[config.mk]
export PLATFORM = sky130hd
export DESIGN_NAME = tia_cell
export DESIGN_NICKNAME = d
export VERILOG_FILES = /design/src/hw/rtl/tia_pkg.sv /design/src/hw/rtl/tia_cell.sv
export SDC_FILE = /design/constraint.sdc
export NUM_CORES = 2
export LEC_CHECK = 0
export ABC_AREA = 1
export BUFFER_PORTS_ARGS = -buffer_cell sky130_fd_sc_hd__buf_2
export CAP_MARGIN = 25
export CORE_ASPECT_RATIO = 2
export CORE_MARGIN = 2
export CORE_UTILIZATION = 53
export DETAILED_ROUTE_END_ITERATION = 7
export PLACE_DENSITY = 0.7
export RECOVER_POWER = 50
export REMOVE_ABC_BUFFERS = 1
export SYNTH_ARGS = -nofsm -noshare
export SYNTH_HDL_FRONTEND = slang
export SYNTH_SLANG_ARGS = --single-unit
export TNS_END_PERCENT = 100
[constraint.sdc]
create_clock -name clk -period 39.9 [get_ports clk]
set_input_delay 7.98 -clock clk [delete_from_list [all_inputs] [get_ports clk]]
set_output_delay 7.98 -clock clk [all_outputs]
set_load 0.005 [all_outputs]
[src/hw/rtl/tia_pkg.sv]
package tia_pkg;

  localparam int DataWidth = 64;
  localparam int ShW = $clog2(DataWidth);
  // Number of quotient bits, or multiplier bits, that one cell handles.
  localparam int BitsPerCell = 4;
  localparam int NumCells = DataWidth / BitsPerCell;

  localparam logic [3:0] KindAdd  = 4'd0;
  localparam logic [3:0] KindSub  = 4'd1;
  localparam logic [3:0] KindMul  = 4'd2;
  localparam logic [3:0] KindDiv  = 4'd3;
  localparam logic [3:0] KindRem  = 4'd4;
  localparam logic [3:0] KindAnd  = 4'd5;
  localparam logic [3:0] KindOr   = 4'd6;
  localparam logic [3:0] KindXor  = 4'd7;
  localparam logic [3:0] KindShl  = 4'd8;
  localparam logic [3:0] KindShr  = 4'd9;
  localparam logic [3:0] KindEq   = 4'd10;
  localparam logic [3:0] KindNe   = 4'd11;
  localparam logic [3:0] KindGt   = 4'd12;
  localparam logic [3:0] KindGe   = 4'd13;
  localparam logic [3:0] KindCast = 4'd14;

  localparam logic [3:0] TargetPtr = 4'd8;

  localparam logic [1:0] StatOk     = 2'd0;
  localparam logic [1:0] StatDivZero = 2'd1;
  localparam logic [1:0] StatBadCast = 2'd2;

  // One word as it moves down the chain.
  typedef struct packed {
    logic                 vld;
    logic [1:0]           wsel;   // log2 of width in bytes
    logic                 sgn;
    logic                 is_div; // result comes from the divider
    logic                 is_mul; // result is the product built in the chain
    logic                 want_rem;
    logic                 neg_q;
    logic                 neg_r;
    logic [DataWidth-1:0] rem;    // partial remainder, or product sum
    logic [DataWidth-1:0] quo;    // dividend shifting into quotient, or multiplicand
    logic [DataWidth-1:0] dvs;    // divisor magnitude, or multiplier bits left
    logic [DataWidth-1:0] res;    // finished result for other words
    logic [1:0]           status;
  } tia_word_t;

  function automatic logic [DataWidth-1:0] fit(input logic [DataWidth-1:0] v,
                                               input logic [1:0] wsel,
                                               input logic sgn);
    logic [DataWidth-1:0] r;
    r = v;
    unique case (wsel)
      2'd0: r = sgn ? {{(DataWidth-8){v[7]}}, v[7:0]} : {{(DataWidth-8){1'b0}}, v[7:0]};
      2'd1: r = sgn ? {{(DataWidth-16){v[15]}}, v[15:0]} : {{(DataWidth-16){1'b0}}, v[15:0]};
      2'd2: r = sgn ? {{(DataWidth-32){v[31]}}, v[31:0]} : {{(DataWidth-32){1'b0}}, v[31:0]};
      2'd3: r = v;
      default: r = v;
    endcase
    return r;
  endfunction

endpackage

[src/hw/rtl/tia_cell.sv]
module tia_cell (
  input  logic               clk,
  input  logic               rst_n,
  input  logic               adv,
  input  tia_pkg::tia_word_t word_i,
  output tia_pkg::tia_word_t word_r
);
  import tia_pkg::*;

  tia_word_t word_nxt;
  logic [DataWidth:0] trial;
  logic [DataWidth-1:0] rm, qu, dv;

  // Restoring division, a few quotient bits per cell. Multiply words use
  // the same registers for shift-and-add, one multiplier bit per step.
  always_comb begin
    word_nxt = word_i;
    rm = word_i.rem;
    qu = word_i.quo;
    dv = word_i.dvs;
    trial = '0;
    for (int i = 0; i < BitsPerCell; i++) begin
      if (word_i.is_mul) begin
        if (dv[0]) rm = rm + qu;
        qu = {qu[DataWidth-2:0], 1'b0};
        dv = {1'b0, dv[DataWidth-1:1]};
      end else begin
        trial = {rm, qu[DataWidth-1]} - {1'b0, dv};
        if (!trial[DataWidth]) begin
          rm = trial[DataWidth-1:0];
          qu = {qu[DataWidth-2:0], 1'b1};
        end else begin
          rm = {rm[DataWidth-2:0], qu[DataWidth-1]};
          qu = {qu[DataWidth-2:0], 1'b0};
        end
      end
    end
    word_nxt.rem = rm;
    word_nxt.quo = qu;
    word_nxt.dvs = dv;
  end

  always_ff @(posedge clk) begin
    if (!rst_n) begin
      word_r.vld <= 1'b0;
    end else if (adv) begin
      word_r.vld <= word_nxt.vld;
    end
    if (adv) begin
      word_r.wsel <= word_nxt.wsel;
      word_r.sgn <= word_nxt.sgn;
      word_r.is_div <= word_nxt.is_div;
      word_r.is_mul <= word_nxt.is_mul;
      word_r.want_rem <= word_nxt.want_rem;
      word_r.neg_q <= word_nxt.neg_q;
      word_r.neg_r <= word_nxt.neg_r;
      word_r.rem <= word_nxt.rem;
      word_r.quo <= word_nxt.quo;
      word_r.dvs <= word_nxt.dvs;
      word_r.res <= word_nxt.res;
      word_r.status <= word_nxt.status;
    end
  end
endmodule
==> results of run 1 <==
Yosys cell counts (9+ instances only):
cell,count
nand2_2,20
or2_2,30
o21ai_1,63
xor2_1,214
a21boi_0,34
nand3b_1,15
a31oi_1,146
nand2_1,1423
inv_1,1060
o211ai_1,128
buf_1,18
nand4_1,27
o21bai_1,90
nor2_2,20
nor4_1,32
buf_2,17
clkbuf_1,110
a21boi_1,24
o21ai_0,597
inv_2,13
nor2_1,962
o221ai_1,23
nand2_4,13
edfxtp_1,266
o2111ai_1,14
o21a_1,61
nor3_1,57
nand3_2,26
nand3_1,387
buf_4,9
xnor2_1,160
buf_6,9
ha_1,508
a21o_1,16
a21oi_1,903
kinds of logic after synthesis:
kind of cell | Yosys count
compound gates | 2158
buf+inv | 1244
simple gates | 3040
xor+xnor | 374
fa+ha+maj | 515
flops | 267
layer usage:
metal / GRT usage / overflow
met1: 0.7078 / 2
met3: 0.4377 / 7
met4: 0.7243 / 145
met5: 0.1402 / 0
met2: 0.8998 / 189
through the flow:
stage | instance area, sq um | instances | hold WS, ps
after detailed placement | 51290 | 9176 | 578.8
after CTS | 52140 | 9221 | 595.9
after global placement | 51290 | 9176 | 522.1
after floorplan | 46810 | 7430 | 524.8
==> results.sh, run 1 <==
export IMPL_error="[ERROR GRT-0116] Global routing finished with congestion. Check the congestion regions in the DRC Viewer."
export IMPL_io_buffers=536
export IMPL_synthesis_area_sq_mm=0.04763
export IMPL_grt_pass1_wl_um=479300
export IMPL_grt_max_degree=141
export IMPL_outcome="did not finish"
export IMPL_synth_cell_types=70
export IMPL_io_pins=537
export IMPL_globalplace_congestion=1.202
export IMPL_cts_setup_buffers=0
export IMPL_post_cts_resized=0
export IMPL_row_count=155
export IMPL_synth_compound_area_frac=0.2560
export IMPL_yosys_warnings=0
export IMPL_synth_ff_latch_count=267
export IMPL_synth_xor_area_frac=0.06877
export IMPL_die_y_um=428.0
export IMPL_dieWidth_um=216.0
export IMPL_synthAdderAreaFrac=0.1364
export IMPL_start_util=0.5340
export IMPL_grt_pass1_vias=62850
export IMPL_cts_made_buffers=25
export IMPL_muxShareOfSynthArea=0
export IMPL_synthCells=7598
export IMPL_h_tree_depth=1
export IMPL_lastStage="5_1_grt"
export IMPL_root_buffer="clkbuf_16"
export IMPL_cts_buffer_depth=3
export IMPL_synth_edf_count=266
export IMPL_synthFlopType="edfxtp_1"
export IMPL_dpl_hpwl_um=216000
export IMPL_synth_simple_area_share=0.2687
export IMPL_synth_yosys_seq_area_share=0.1681
export IMPL_async_reset_ff_frac=0
export IMPL_cts_sinks=267
export IMPL_yosys_area_top_type_share=0.1677
export IMPL_grtUsageTotal=0.6914
export IMPL_synth_top_cell_by_area="edfxtp_1"
export IMPL_syn_avg_cell_area_sq_um=6.269
export IMPL_pre_cts_ws_ps=15040
export IMPL_cts_hold_buf=0
export IMPL_synth_top_family_by_area="simple AND/OR/NAND/NOR gates"
export IMPL_synthTopCellsByArea="edfxtp_1, ha_1, nand2_1"
export IMPL_grt_overflow=343
==> inputs of run 2 (changes only) <==
--- a/config.mk
+++ b/config.mk
@@ -8,11 +8,10 @@
 export ABC_AREA = 1
 export BUFFER_PORTS_ARGS = -buffer_cell sky130_fd_sc_hd__buf_2
 export CAP_MARGIN = 25
-export CORE_ASPECT_RATIO = 2
 export CORE_MARGIN = 2
-export CORE_UTILIZATION = 53
+export CORE_UTILIZATION = 38
 export DETAILED_ROUTE_END_ITERATION = 7
-export PLACE_DENSITY = 0.7
+export PLACE_DENSITY_LB_ADDON = 0.15
 export RECOVER_POWER = 50
 export REMOVE_ABC_BUFFERS = 1
 export SYNTH_ARGS = -nofsm -noshare
==> run 2 against run 1 <==
- the flow now finishes, with violations (capacitance limit, slew limit)
- synthesized cell count is the same
- synthesized area is the same
==> results.sh, run 2 <==
export IMPL_synth_most_common_cell="nand2_1"
export IMPL_vias=56830
export IMPL_cts_hold_buf=0
export IMPL_rr_endpoint="word_r[266]"
export IMPL_hold_class="register to register"
export IMPL_r2r_start="word_r[266]"
export IMPL_path_buf_inv=9
export IMPL_final_min_clock_period_ps=26990
export IMPL_tightest_slew_ps=4356
export IMPL_r2r_cells=2
export IMPL_grt_pass1_vias=53470
export IMPL_post_cts_resized=0
export IMPL_synth_yosys_seq_area_share=0.1681
export IMPL_core_sq_mm=0.1241
export IMPL_h_tree_depth=2
export IMPL_p_int_mw=1.366
export IMPL_hold_path_endpoint="word_r[266]"
export IMPL_synthTopCellsByArea="edfxtp_1, ha_1, nand2_1"
export IMPL_cts_made_buffers=35
export IMPL_power_frac_comb=0.764
export IMPL_io_buffers=536
export IMPL_outcome="finished, violations left"
export IMPL_max_freq_ghz=0.03705
export IMPL_slowest_delay_ps=2570
export IMPL_fin_tns_setup_ps=0
export IMPL_io_pins=537
export IMPL_grt_pass1_wl_um=355900
export IMPL_grt_antenna_before_repair=13
export IMPL_root_buffer="clkbuf_16"
export IMPL_insertion_delay_ps=600
export IMPL_slowest_stage="clkbuf_1"
export IMPL_rsz0062_at_grt="no"
export IMPL_synthesis_area_sq_mm=0.04763
export IMPL_drive_gt1_frac=0.07980
export IMPL_p_per_area_mw_per_mm2=59.99
export IMPL_grtUsageTotal=0.3793
export IMPL_ant_nets=0
export IMPL_row_count=129
export IMPL_ff2ff_setup_slack_ps=39140
export IMPL_p_sw_mw=1.811
export IMPL_start_util=0.3838
export IMPL_area_growth_pct=11.16
export IMPL_layout_nets=8828
export IMPL_path_class="input port to register"
export IMPL_crit_path_max_fanout=70
export IMPL_yosys_warnings=0
export IMPL_cts_setup_buffers=0
export IMPL_synth_ff_latch_count=267
export IMPL_drc=0
export IMPL_largest_register_ffs=267
export IMPL_grt_overflow=0
export IMPL_cts_buffer_depth=3
export IMPL_dieWidth_um=358.1
export IMPL_p_leak_nw=24.77
export IMPL_p_clk_frac=0.110
export IMPL_synthFlopType="edfxtp_1"
export IMPL_violations="capacitance limit, slew limit"
export IMPL_clkTransAtPathRegs_ps=70
export IMPL_peakVddDrop_mv=0.04866
export IMPL_async_reset_ff_frac=0
export IMPL_hold_depth=2
export IMPL_switching_share=0.5700
export IMPL_cp_arrival_ps=27360
export IMPL_critPathTopFamily="buffers and inverters"
export IMPL_cts_sinks=267
export IMPL_drt_iter0_drc=6447
export IMPL_drt_total_wl_um=252900
export IMPL_layout_commonest_cell="nand2_1"
export IMPL_drv_slew=375
export IMPL_power_frac_seq=0.126
export IMPL_globalplace_congestion=1.031
export IMPL_top_regs="word_r x267"
export IMPL_syn_avg_cell_area_sq_um=6.269
export IMPL_nFillCells=13810
export IMPL_startpoint_type="input port"
export IMPL_min_from="word_r[266]"
export IMPL_regMostFlops="word_r"
export IMPL_final_setup_viol_count=0
export IMPL_synthCells=7598
export IMPL_end_kind="register"
export IMPL_synth_commonest_cells="nand2_1, inv_1, nor2_1, a21oi_1, o21ai_0"
export IMPL_cts_tree="built"
export IMPL_die_area_sq_mm=0.1282
export IMPL_fin_util=0.4266
export IMPL_grt_max_degree=154
export IMPL_routedWlPerCell_um=26.04
export IMPL_yosys_area_top_type_share=0.1677
export IMPL_hold_violations=0
export IMPL_synth_cell_types=70
export IMPL_synth_edf_count=266
export IMPL_drt_pass1_iter_count=6
export IMPL_timing_final_crit_share=0.6765
export IMPL_vias_per_cell=5.853
export IMPL_layout_common_cells="nand2_1, inv_1, nor2_1, a21oi_1, o21ai_0"
export IMPL_slew_headroom=-1.904
export IMPL_drv_cap=6
export IMPL_synth_top_cell_by_area="edfxtp_1"
export IMPL_finalClockSkew_ps=0
export IMPL_critical_path_required_ps=40270
export IMPL_die_y_um=358.1
export IMPL_crit_top_cell="nand2_1"
export IMPL_dpl_hpwl_um=215300
run 2: cell counts after synthesis:
Identical to the previous run, type by type.
run 2: how the worst max path moves through the flow:
stage | start | to | slack, ps | cells after the start
after global placement | word_i[68] | word_r[257] | 14800 | 77
after detailed placement | word_i[68] | word_r[256] | 14470 | 81
final | word_i[261] | word_r[256] | 12910 | 69
after global routing | word_i[261] | word_r[256] | 11630 | 70
after CTS | word_i[68] | word_r[256] | 15090 | 81
after floorplan | word_i[261] | word_r[199] | 16840 | 62
run 2: power groups by stage:
| stage | logic, mW | clock network, mW | registers, mW |
|---|---|---|---|
| global placement | 2.36 | 0 | 0.406 |
| global route | 2.65 | 0.366 | 0.406 |
| floorplan | 1.60 | 0 | 0.409 |
| finish | 2.43 | 0.350 | 0.400 |
| CTS | 2.37 | 0.357 | 0.400 |
| detailed placement | 2.36 | 0 | 0.405 |
run 2: worst reg2reg max path, delay by kind of cell, from the launching register on:
family          cells  cell delay, ps
compound gates      2             240
flops               1             300
run 2: kinds of logic (layout without fill, tap and decap cells):
group,after synthesis,count (layout),share of synthesized area
AOI/OAI and AO/OA,2158,2158,0.2560
xor gates and xnor gates,374,374,0.06877
adders and majority gates,515,515,0.1364
buffers and inverters,1244,1716,0.1020
DFF,267,267,0.1681
other,0,3,0
and+or+nand+nor,3040,3040,0.2687
run 2: layer usage:
metal	global-route usage	part of all wire	vias to the layer above	wire, um
li1	-	-	26750	-
met1	0.5355	0.44	26980	111700
met2	0.5817	0.42	2732	106600
met3	0.06341	0.097	362	24490
met4	0.1274	0.039	4	9979
met5	0	0.00013	-	32
run 2: metrics by stage:
step | area (sq um) | power (mW) | cells | hold WS, ps | setup slack [ps]
CTS | 53130 | 3.123 | 9706 | 558.6 | 15090
floorplan | 46810 | 2.008 | 7430 | 524.8 | 16840
global route | 52940 | 3.420 | 9708 | 603.2 | 11630
detailed placement | 51920 | 2.761 | 9642 | 545.3 | 14470
finish | 52950 | 3.176 | 9710 | 557.4 | 12910
global placement | 51920 | 2.768 | 9642 | 524.7 | 14800
run 2: layout make-up:
type / count / area [sq um] / area share
inverter: 1076 / 4046 / 0.07642
timing repair buffer: 576 / 2831 / 0.05348
tap: 1637 / 2048 / 0.03868
multi-input combinational: 6087 / 34790 / 0.6571
clock buffer: 39 / 890.9 / 0.01682
sequential: 267 / 8008 / 0.1512
clock inverter: 25 / 322.8 / 0.006097
antenna: 3 / 7.507 / 0.0001418
(Power assumes the default switching activity.)
