[src/hw/rtl/tia_pkg.sv]
package tia_pkg;

  localparam int DataWidth = 64;
  localparam int ShW = $clog2(DataWidth);
  // Number of quotient bits, or multiplier bits, that one cell handles.
  localparam int BitsPerCell = 4;
  localparam int NumCells = DataWidth / BitsPerCell;

  localparam logic [3:0] KindAdd  = 4'd0;
  localparam logic [3:0] KindSub  = 4'd1;
  localparam logic [3:0] KindMul  = 4'd2;
  localparam logic [3:0] KindDiv  = 4'd3;
  localparam logic [3:0] KindRem  = 4'd4;
  localparam logic [3:0] KindAnd  = 4'd5;
  localparam logic [3:0] KindOr   = 4'd6;
  localparam logic [3:0] KindXor  = 4'd7;
  localparam logic [3:0] KindShl  = 4'd8;
  localparam logic [3:0] KindShr  = 4'd9;
  localparam logic [3:0] KindEq   = 4'd10;
  localparam logic [3:0] KindNe   = 4'd11;
  localparam logic [3:0] KindGt   = 4'd12;
  localparam logic [3:0] KindGe   = 4'd13;
  localparam logic [3:0] KindCast = 4'd14;

  localparam logic [3:0] TargetPtr = 4'd8;

  localparam logic [1:0] StatOk     = 2'd0;
  localparam logic [1:0] StatDivZero = 2'd1;
  localparam logic [1:0] StatBadCast = 2'd2;

  // One word as it moves down the chain.
  typedef struct packed {
    logic                 vld;
    logic [1:0]           wsel;   // log2 of width in bytes
    logic                 sgn;
    logic                 is_div; // result comes from the divider
    logic                 is_mul; // result is the product built in the chain
    logic                 want_rem;
    logic                 neg_q;
    logic                 neg_r;
    logic [DataWidth-1:0] rem;    // partial remainder, or product sum
    logic [DataWidth-1:0] quo;    // dividend shifting into quotient, or multiplicand
    logic [DataWidth-1:0] dvs;    // divisor magnitude, or multiplier bits left
    logic [DataWidth-1:0] res;    // finished result for other words
    logic [1:0]           status;
  } tia_word_t;

  function automatic logic [DataWidth-1:0] fit(input logic [DataWidth-1:0] v,
                                               input logic [1:0] wsel,
                                               input logic sgn);
    logic [DataWidth-1:0] r;
    r = v;
    unique case (wsel)
      2'd0: r = sgn ? {{(DataWidth-8){v[7]}}, v[7:0]} : {{(DataWidth-8){1'b0}}, v[7:0]};
      2'd1: r = sgn ? {{(DataWidth-16){v[15]}}, v[15:0]} : {{(DataWidth-16){1'b0}}, v[15:0]};
      2'd2: r = sgn ? {{(DataWidth-32){v[31]}}, v[31:0]} : {{(DataWidth-32){1'b0}}, v[31:0]};
      2'd3: r = v;
      default: r = v;
    endcase
    return r;
  endfunction

endpackage

[src/hw/rtl/tia_front.sv]
module tia_front (
  input  logic                         clk,
  input  logic                         rst_n,
  input  logic                         adv,
  input  logic                         in_fire,
  input  logic [3:0]                   kind,
  input  logic [2:0]                   operand_type,
  input  logic [tia_pkg::DataWidth-1:0] operand_a,
  input  logic [tia_pkg::DataWidth-1:0] operand_b,
  input  logic [3:0]                   target_type,
  output tia_pkg::tia_word_t           word_r
);
  import tia_pkg::*;

  logic [1:0] wsel;
  logic sgn;
  logic [DataWidth-1:0] a, b, amt, r, ma, mb, shr_v;
  logic [1:0] st;
  logic big, fill, gt, mul;
  tia_word_t word_nxt;

  assign wsel = operand_type[1:0];
  assign sgn  = ~operand_type[2];
  assign a = fit(operand_a, wsel, sgn);
  assign b = fit(operand_b, wsel, sgn);
  assign amt = fit(operand_b, wsel, 1'b0);
  assign big = amt >= (DataWidth'(8) << wsel);
  assign fill = sgn & a[DataWidth-1];
  assign ma = a[DataWidth-1] & sgn ? -a : a;
  assign mb = b[DataWidth-1] & sgn ? -b : b;
  assign gt = sgn ? ($signed(a) > $signed(b)) : (a > b);
  assign shr_v = DataWidth'($signed({fill, a}) >>> amt[ShW-1:0]);
  assign mul = kind == KindMul;

  always_comb begin
    r = '0;
    st = StatOk;
    unique case (kind)
      KindAdd: r = fit(a + b, wsel, sgn);
      KindSub: r = fit(a - b, wsel, sgn);
      // The product is accumulated in the cell chain.
      KindMul: r = '0;
      KindDiv, KindRem: st = (b == '0) ? StatDivZero : StatOk;
      KindAnd: r = a & b;
      KindOr:  r = a | b;
      KindXor: r = a ^ b;
      KindShl: r = big ? '0 : fit(a << amt[ShW-1:0], wsel, sgn);
      KindShr: r = big ? {DataWidth{fill}} : fit(shr_v, wsel, sgn);
      KindEq:  r = DataWidth'(a == b);
      KindNe:  r = DataWidth'(a != b);
      KindGt:  r = DataWidth'(gt);
      KindGe:  r = DataWidth'(gt | (a == b));
      KindCast: begin
        if (!target_type[3]) r = fit(a, target_type[1:0], ~target_type[2]);
        else if (target_type == TargetPtr) r = fit(a, 2'd2, 1'b0);
        else st = StatBadCast;
      end
      default: r = '0;
    endcase
  end

  always_comb begin
    word_nxt.vld = in_fire;
    word_nxt.wsel = wsel;
    word_nxt.sgn = sgn;
    word_nxt.is_div = (kind == KindDiv || kind == KindRem) && b != '0;
    word_nxt.is_mul = mul;
    word_nxt.want_rem = kind == KindRem;
    word_nxt.neg_q = sgn & (a[DataWidth-1] ^ b[DataWidth-1]);
    word_nxt.neg_r = sgn & a[DataWidth-1];
    word_nxt.rem = '0;
    word_nxt.quo = mul ? a : ma;
    word_nxt.dvs = mul ? b : mb;
    word_nxt.res = r;
    word_nxt.status = st;
  end

  always_ff @(posedge clk) begin
    if (!rst_n) begin
      word_r.vld <= 1'b0;
    end else if (adv) begin
      word_r.vld <= word_nxt.vld;
    end
    if (adv) begin
      word_r.wsel <= word_nxt.wsel;
      word_r.sgn <= word_nxt.sgn;
      word_r.is_div <= word_nxt.is_div;
      word_r.is_mul <= word_nxt.is_mul;
      word_r.want_rem <= word_nxt.want_rem;
      word_r.neg_q <= word_nxt.neg_q;
      word_r.neg_r <= word_nxt.neg_r;
      word_r.rem <= word_nxt.rem;
      word_r.quo <= word_nxt.quo;
      word_r.dvs <= word_nxt.dvs;
      word_r.res <= word_nxt.res;
      word_r.status <= word_nxt.status;
    end
  end
endmodule

[config.mk]
export PLATFORM = sky130hd
export DESIGN_NAME = tia_front
export DESIGN_NICKNAME = d
export VERILOG_FILES = /design/src/hw/rtl/tia_pkg.sv /design/src/hw/rtl/tia_front.sv
export SDC_FILE = /design/constraint.sdc
export NUM_CORES = 2
export LEC_CHECK = 0
export BUFFER_PORTS_ARGS = -buffer_cell sky130_fd_sc_hd__clkbuf_2
export CORE_MARGIN = 4
export CORE_UTILIZATION = 45
export CTS_CLUSTER_DIAMETER = 200
export DETAILED_ROUTE_END_ITERATION = 7
export PLACE_DENSITY_LB_ADDON = 0.05
export SLEW_MARGIN = 20
export SYNTH_ARGS = -nofsm -noshare
export SYNTH_HDL_FRONTEND = slang
export SYNTH_SLANG_ARGS = --single-unit
[constraint.sdc]
create_clock -name clk -period 20.3 [get_ports clk]
set_input_delay 4.06 -clock clk [delete_from_list [all_inputs] [get_ports clk]]
set_output_delay 4.06 -clock clk [all_outputs]
set_load 0.02 [all_outputs]
# Yosys cells after proc, flatten, opt, wreduce, memory -nomap -nowiden
# Index checks and enable logic that the tools add are counted.
[totals]
register_bits = 203
[classes]
magnitude_cmp = 3
n_addsub = 4
n_shift = 3
n_reduce_logical = 8
muxes = 43
eq_ne = 23
bitwise = 9
[op_table]
columns = ["operator", "count"]
rows = [
  ["$pmux 64 s4", 8],
  ["$mux 64", 28],
  ["$pmux 64 s12", 1],
  ["$gt 64x64->1", 2],
  ["$neg 64->64", 2],
  ["$sshr 65x6->64", 1],
  ["$add 64x64->64", 1],
  ["$and 64x64->64", 1],
  ["$eq 64x64->1", 1],
  ["$ge 64x64->1", 1],
  ["$logic_not 64->1", 1],
  ["$ne 64x64->1", 1],
  ["$or 64x64->64", 1],
  ["$reduce_bool 64->1", 1],
  ["$shl 4x2->64 const A", 1],
  ["$shl 64x6->64", 1],
  ["$sub 64x64->64", 1],
  ["$xor 64x64->64", 1],
  ["$eq 4x4->1 const B", 8],
  ["$mux 32", 1],
  ["$eq 4x3->1 const B", 4],
  ["$eq 2x2->1 const B", 4],
  ["$eq 4x2->1 const B", 2],
  ["$eq 2x1->1 const B", 2],
  ["other kinds (13)", 18],
]

# Longest topological paths before layout
[logic_depth]
depth_word = 8
mapped_depth = 26
ltp_nobuf = 18

# Least setup slack after synthesis
# OpenSTA, ideal clock, no wires.
[synth_path]
path_kind = "in2reg"
startpoint = "in operand_type[1]"
endpoint = "reg word_r[59] in the netlist's numbering, data pin"
cell_stages = 25
setup_ps = 272
arrival_time_ps = 9257
required_ps = 20028
n_path_buf = 10
setup_slack_ps = 10771
cell_sequence = "buf_2 > buf_2 > buf_2 > buf_1 > buf_2 > clkbuf_1 > buf_2 > buf_1 > buf_1 > a21oi_1 > inv_1 > ha_1 > buf_2 > nand2_1 > or3_1 > or2_2 > nor3_1 > a211oi_1 > o2bb2ai_2 > o31ai_4 > o311ai_1 > o31ai_2 > xor2_1 > nor2_1 > or4_1"
[synth_via]
elab_chain_len = 8
elab_cells_between_ends = 41
cone_classes = "add/sub (2); order compare (1); eq/ne (3); shift (3); mux (27); bitwise (4); reduce/logical (1)"
[synth_lines]
columns = ["item", "line", "rtl"]
rows = [
  ["from (decl)", "tia_front.sv:7", "input logic [2:0] operand_type,"],
  ["parallel branches: the longest is 7 deep, another holds $sub 64x64->64", "--", ""],
  ["$pmux 64 s12 (*)", "tia_front.sv:38", "unique case (kind)"],
  ["via r[57]", "tia_front.sv:17", "logic [DataWidth-1:0] a, b, amt, r, ma, mb, shr_v;"],
  ["to (decl)", "tia_front.sv:11", "output tia_pkg::tia_word_t word_r"],
]
# Mark *: on every way through the listed nets, which the timed path passes. The select of a mux whose other input is x is not followed.
# A chain may end at the register's enable or synchronous reset.

# Final worst setup path
[layout_path]
startpoint = "in operand_type[1]"
endpoint = "reg word_r[56] in the netlist's numbering, data pin"
# The elaborated chain is that of the path after synthesis.

==> run metrics <==
number of max-cap violations=0; FMAX=between 90 and 100 MHz; unrepaired setup endpoints after global routing=no; # fillers=7615; post-cts resize count=0; Synth Cell Area=33000 um2; global-route wire length before repair=273 mm; largest net degree at the start of global routing=between 90 and 100; VDD IR max=0.0000709 V; time the worst path needs with I/O delays and setup=10.59 ns; crit-path max FO=57; H-tree Lvls=1; # rows=99; outcome=complete, no violations; WL final=198 mm; fin crit share=0.521; Setup WS post-layout=9.71 ns; vias in the first global route=36600; WP data required=20.68 ns; RD Place Congestion=1.17; Slew Limit Fails=0; core area=around 73000 um2; commonest non-fill, non-tap cell in the layout=a21oi_1; Top delay family on crit path=simple AND/OR/NAND/NOR gates; hold_sp=word_r[266]; WP data arrival=10.96 ns; Die ar.=77800 um2; root buf cell=clkbuf_16; nets=5034; Worst Max-Slew Pin Slew=1.35 ns; routed via count=40700; CP max-delay cell=ha_1; Yosys warning count=0; antenna violations before repair=14; area fraction of the dominant cell type after synthesis=0.184; endpoints failing hold=0; crit path buf inv count=3; estimated wirelength of the detail-placed design=154 mm; worst-path cell chain=buf_4 > buf_4 > nor2_2 > nand2_1 > buf_4 > nand2_1 > ha_1 > nand2_1 > a2111oi_0 > o21bai_1 > a311oi_1 > nor2_1 > nand3b_1 > a41oi_1 > o21ai_1 > or4b_1 > mux2i_1 > nor2_1 > or3_1; worst min path class=reg2reg; largest registers=word_r (203); ratio of cells with drive above 1 in the final layout=0.147; routed vias/inst=7.15; Worst-Skew Late Latency=0.62 ns; IO buf count=345; Tot GR Track Use=0.477; chip height=279 um; Max-slew headroom=0.0773; Detailed Route Iter0 Violations=7204; Initial Utilization=0.454; ANT nets after route=0; endpoint class of the critical path=flip-flop; # DRC=0; TNS Setup=0 ns; 1st-pass router iterations=6; ranking of synthesized cells by area=edfxtp_1 18%, a21oi_1 8.1%, ha_1 7.2%, o21ai_0 5.8%, nand2_1 5.7%; Die Wd=279 um; Crit Reg-Reg Endpoint=word_r[266]; startpoint types=primary input; delay of the slowest critical-path stage=0.87 ns; cell type with the largest total area after synthesis=edfxtp_1; synthesized area per cell=7.24 um2; max FFs per register=203; cts hold-fix bufs=0; Worst-path clk slew=0.07 ns; Biggest register=word_r; Worst Skew=0 ns; Post-synth EDFFs=202; CP Class=in2reg; Unique masters post-synth=114; Final Setup Violations=0; GRT overflow=0; TritonCTS clock tree=yes; Area Growth Syn to Fin=9.55%; endpoint of the worst hold path=word_r[266]; WL/cell=34.8 um; I/O pins=410; CTS Buffer Depth=3; commonest non-fill, non-tap cells in the layout=535 x a21oi_1, 500 x nand2_1, 407 x nor2_1; # Post-CTS Setup Buffers=0; Primary FF master, synth=edfxtp_1; Reg2Reg Depth=2; PD cells=between 60 and 70 nW/um2; Synth Register Bits=203; Post-synth ARST share=0; Worst R2R Start=word_r[266]; post-synthesis sequential area ratio=0.184; WHS Path Cells=2; Sinks on Clock Net=203; pre-CTS setup slack=9.55 ns; cts bufs inserted=27; static leakage=0.0148 uW; Cells after Synth=4560; worst reg-to-reg setup slack=19.70 ns
==> per-stage QoR <==
stage / hold slack [ns] / instances / power (uW) / cell area (um2) / utilization
floorplan: 0.589 / 4623 / 1370 / 33300 / -
global placement: 0.504 / 5630 / 1850 / 35300 / 0.485
detailed placement: 0.525 / 5630 / 1840 / 35300 / 0.485
CTS: 0.537 / 5679 / 2320 / 36100 / 0.496
global route: 0.575 / 5681 / 2450 / 36200 / 0.496
finish: 0.531 / 5692 / 2390 / 36200 / 0.497
==> how the worst max path moves through the flow <==
stage	slack, ns	endpoint	depth (start not counted)	startpoint
3_3_place_gp	9.65	word_r[56]	19	operand_type[1]
2_1_floorplan	10.77	word_r[59]	25	operand_type[1]
6_report	9.71	word_r[56]	19	operand_type[1]
4_1_cts	10.14	word_r[56]	19	operand_type[1]
3_5_place_dp	9.55	word_r[56]	19	operand_type[1]
5_1_grt	9.66	word_r[56]	19	operand_type[1]
==> cells by family (layout without fill, tap and decap cells) <==
| family | after synthesis | in the layout | synth area share |
|---|---|---|---|
| AOI/OAI and AO/OA | 1706 | 1706 | 0.327 |
| and+or+nand+nor | 1382 | 1382 | 0.190 |
| buffers and inverters | 636 | 733 | 0.0835 |
| muxes | 247 | 247 | 0.0905 |
| DFF | 203 | 203 | 0.184 |
| xor gates and xnor gates | 194 | 194 | 0.0514 |
| adders and majority gates | 191 | 191 | 0.0728 |
| other | 1 | 77 | 0.000114 |
==> cells in the mapped netlist, types with 22 or more instances <==
library cell	number
a211oi_1	86
a21o_1	61
a21oi_1	537
a221oi_1	40
a22oi_1	24
a31oi_1	94
and3_1	26
buf_1	60
buf_2	69
buf_4	70
clkbuf_1	220
edfxtp_1	202
ha_1	189
inv_1	195
mux2_2	48
mux2i_1	161
mux4_2	35
nand2_1	503
nand2b_1	46
nand3_1	78
nand4_1	22
nor2_1	413
nor2b_1	35
nor3_1	103
nor4_1	27
o211ai_1	66
o21a_1	33
o21ai_0	382
o21ai_1	23
o21bai_1	33
o221ai_1	46
o22ai_1	51
o31ai_1	34
or3_1	24
or4_1	23
xnor2_1	185
==> power breakdown <==
part | internal [uW] | switching, uW
Sequential | 532 | 22.3
Clock | 258 | 220
Combinational | 396 | 966
==> area by class of cell <==
cell class,count,area [um2],share of cell area
Tap cell,959,1200,0.0332
Inverter,214,805,0.0222
Multi-Input combinational cell,3784,24500,0.678
Timing Repair Buffer,470,2700,0.0746
Sequential cell,203,6090,0.168
Clock buffer,32,694,0.0192
Antenna cell,13,32.5,0.000899
Clock inverter,17,131,0.00363
==> worst register-to-register path, delay by kind of cell, from the launching register on <==
family | cells | cell delay (ns)
muxes | 1 | 0.12
DFF | 1 | 0.31
and+or+nand+nor | 1 | 0.06
==> metal layers <==
metal  share of wire  global-route usage  wire (um)
met5         0.00017                   0         34
met4           0.070               0.259      13800
met3            0.16               0.189      32500
met2            0.39               0.656      77000
met1            0.38               0.638      74600
Power figures use the tool's default switching activity.
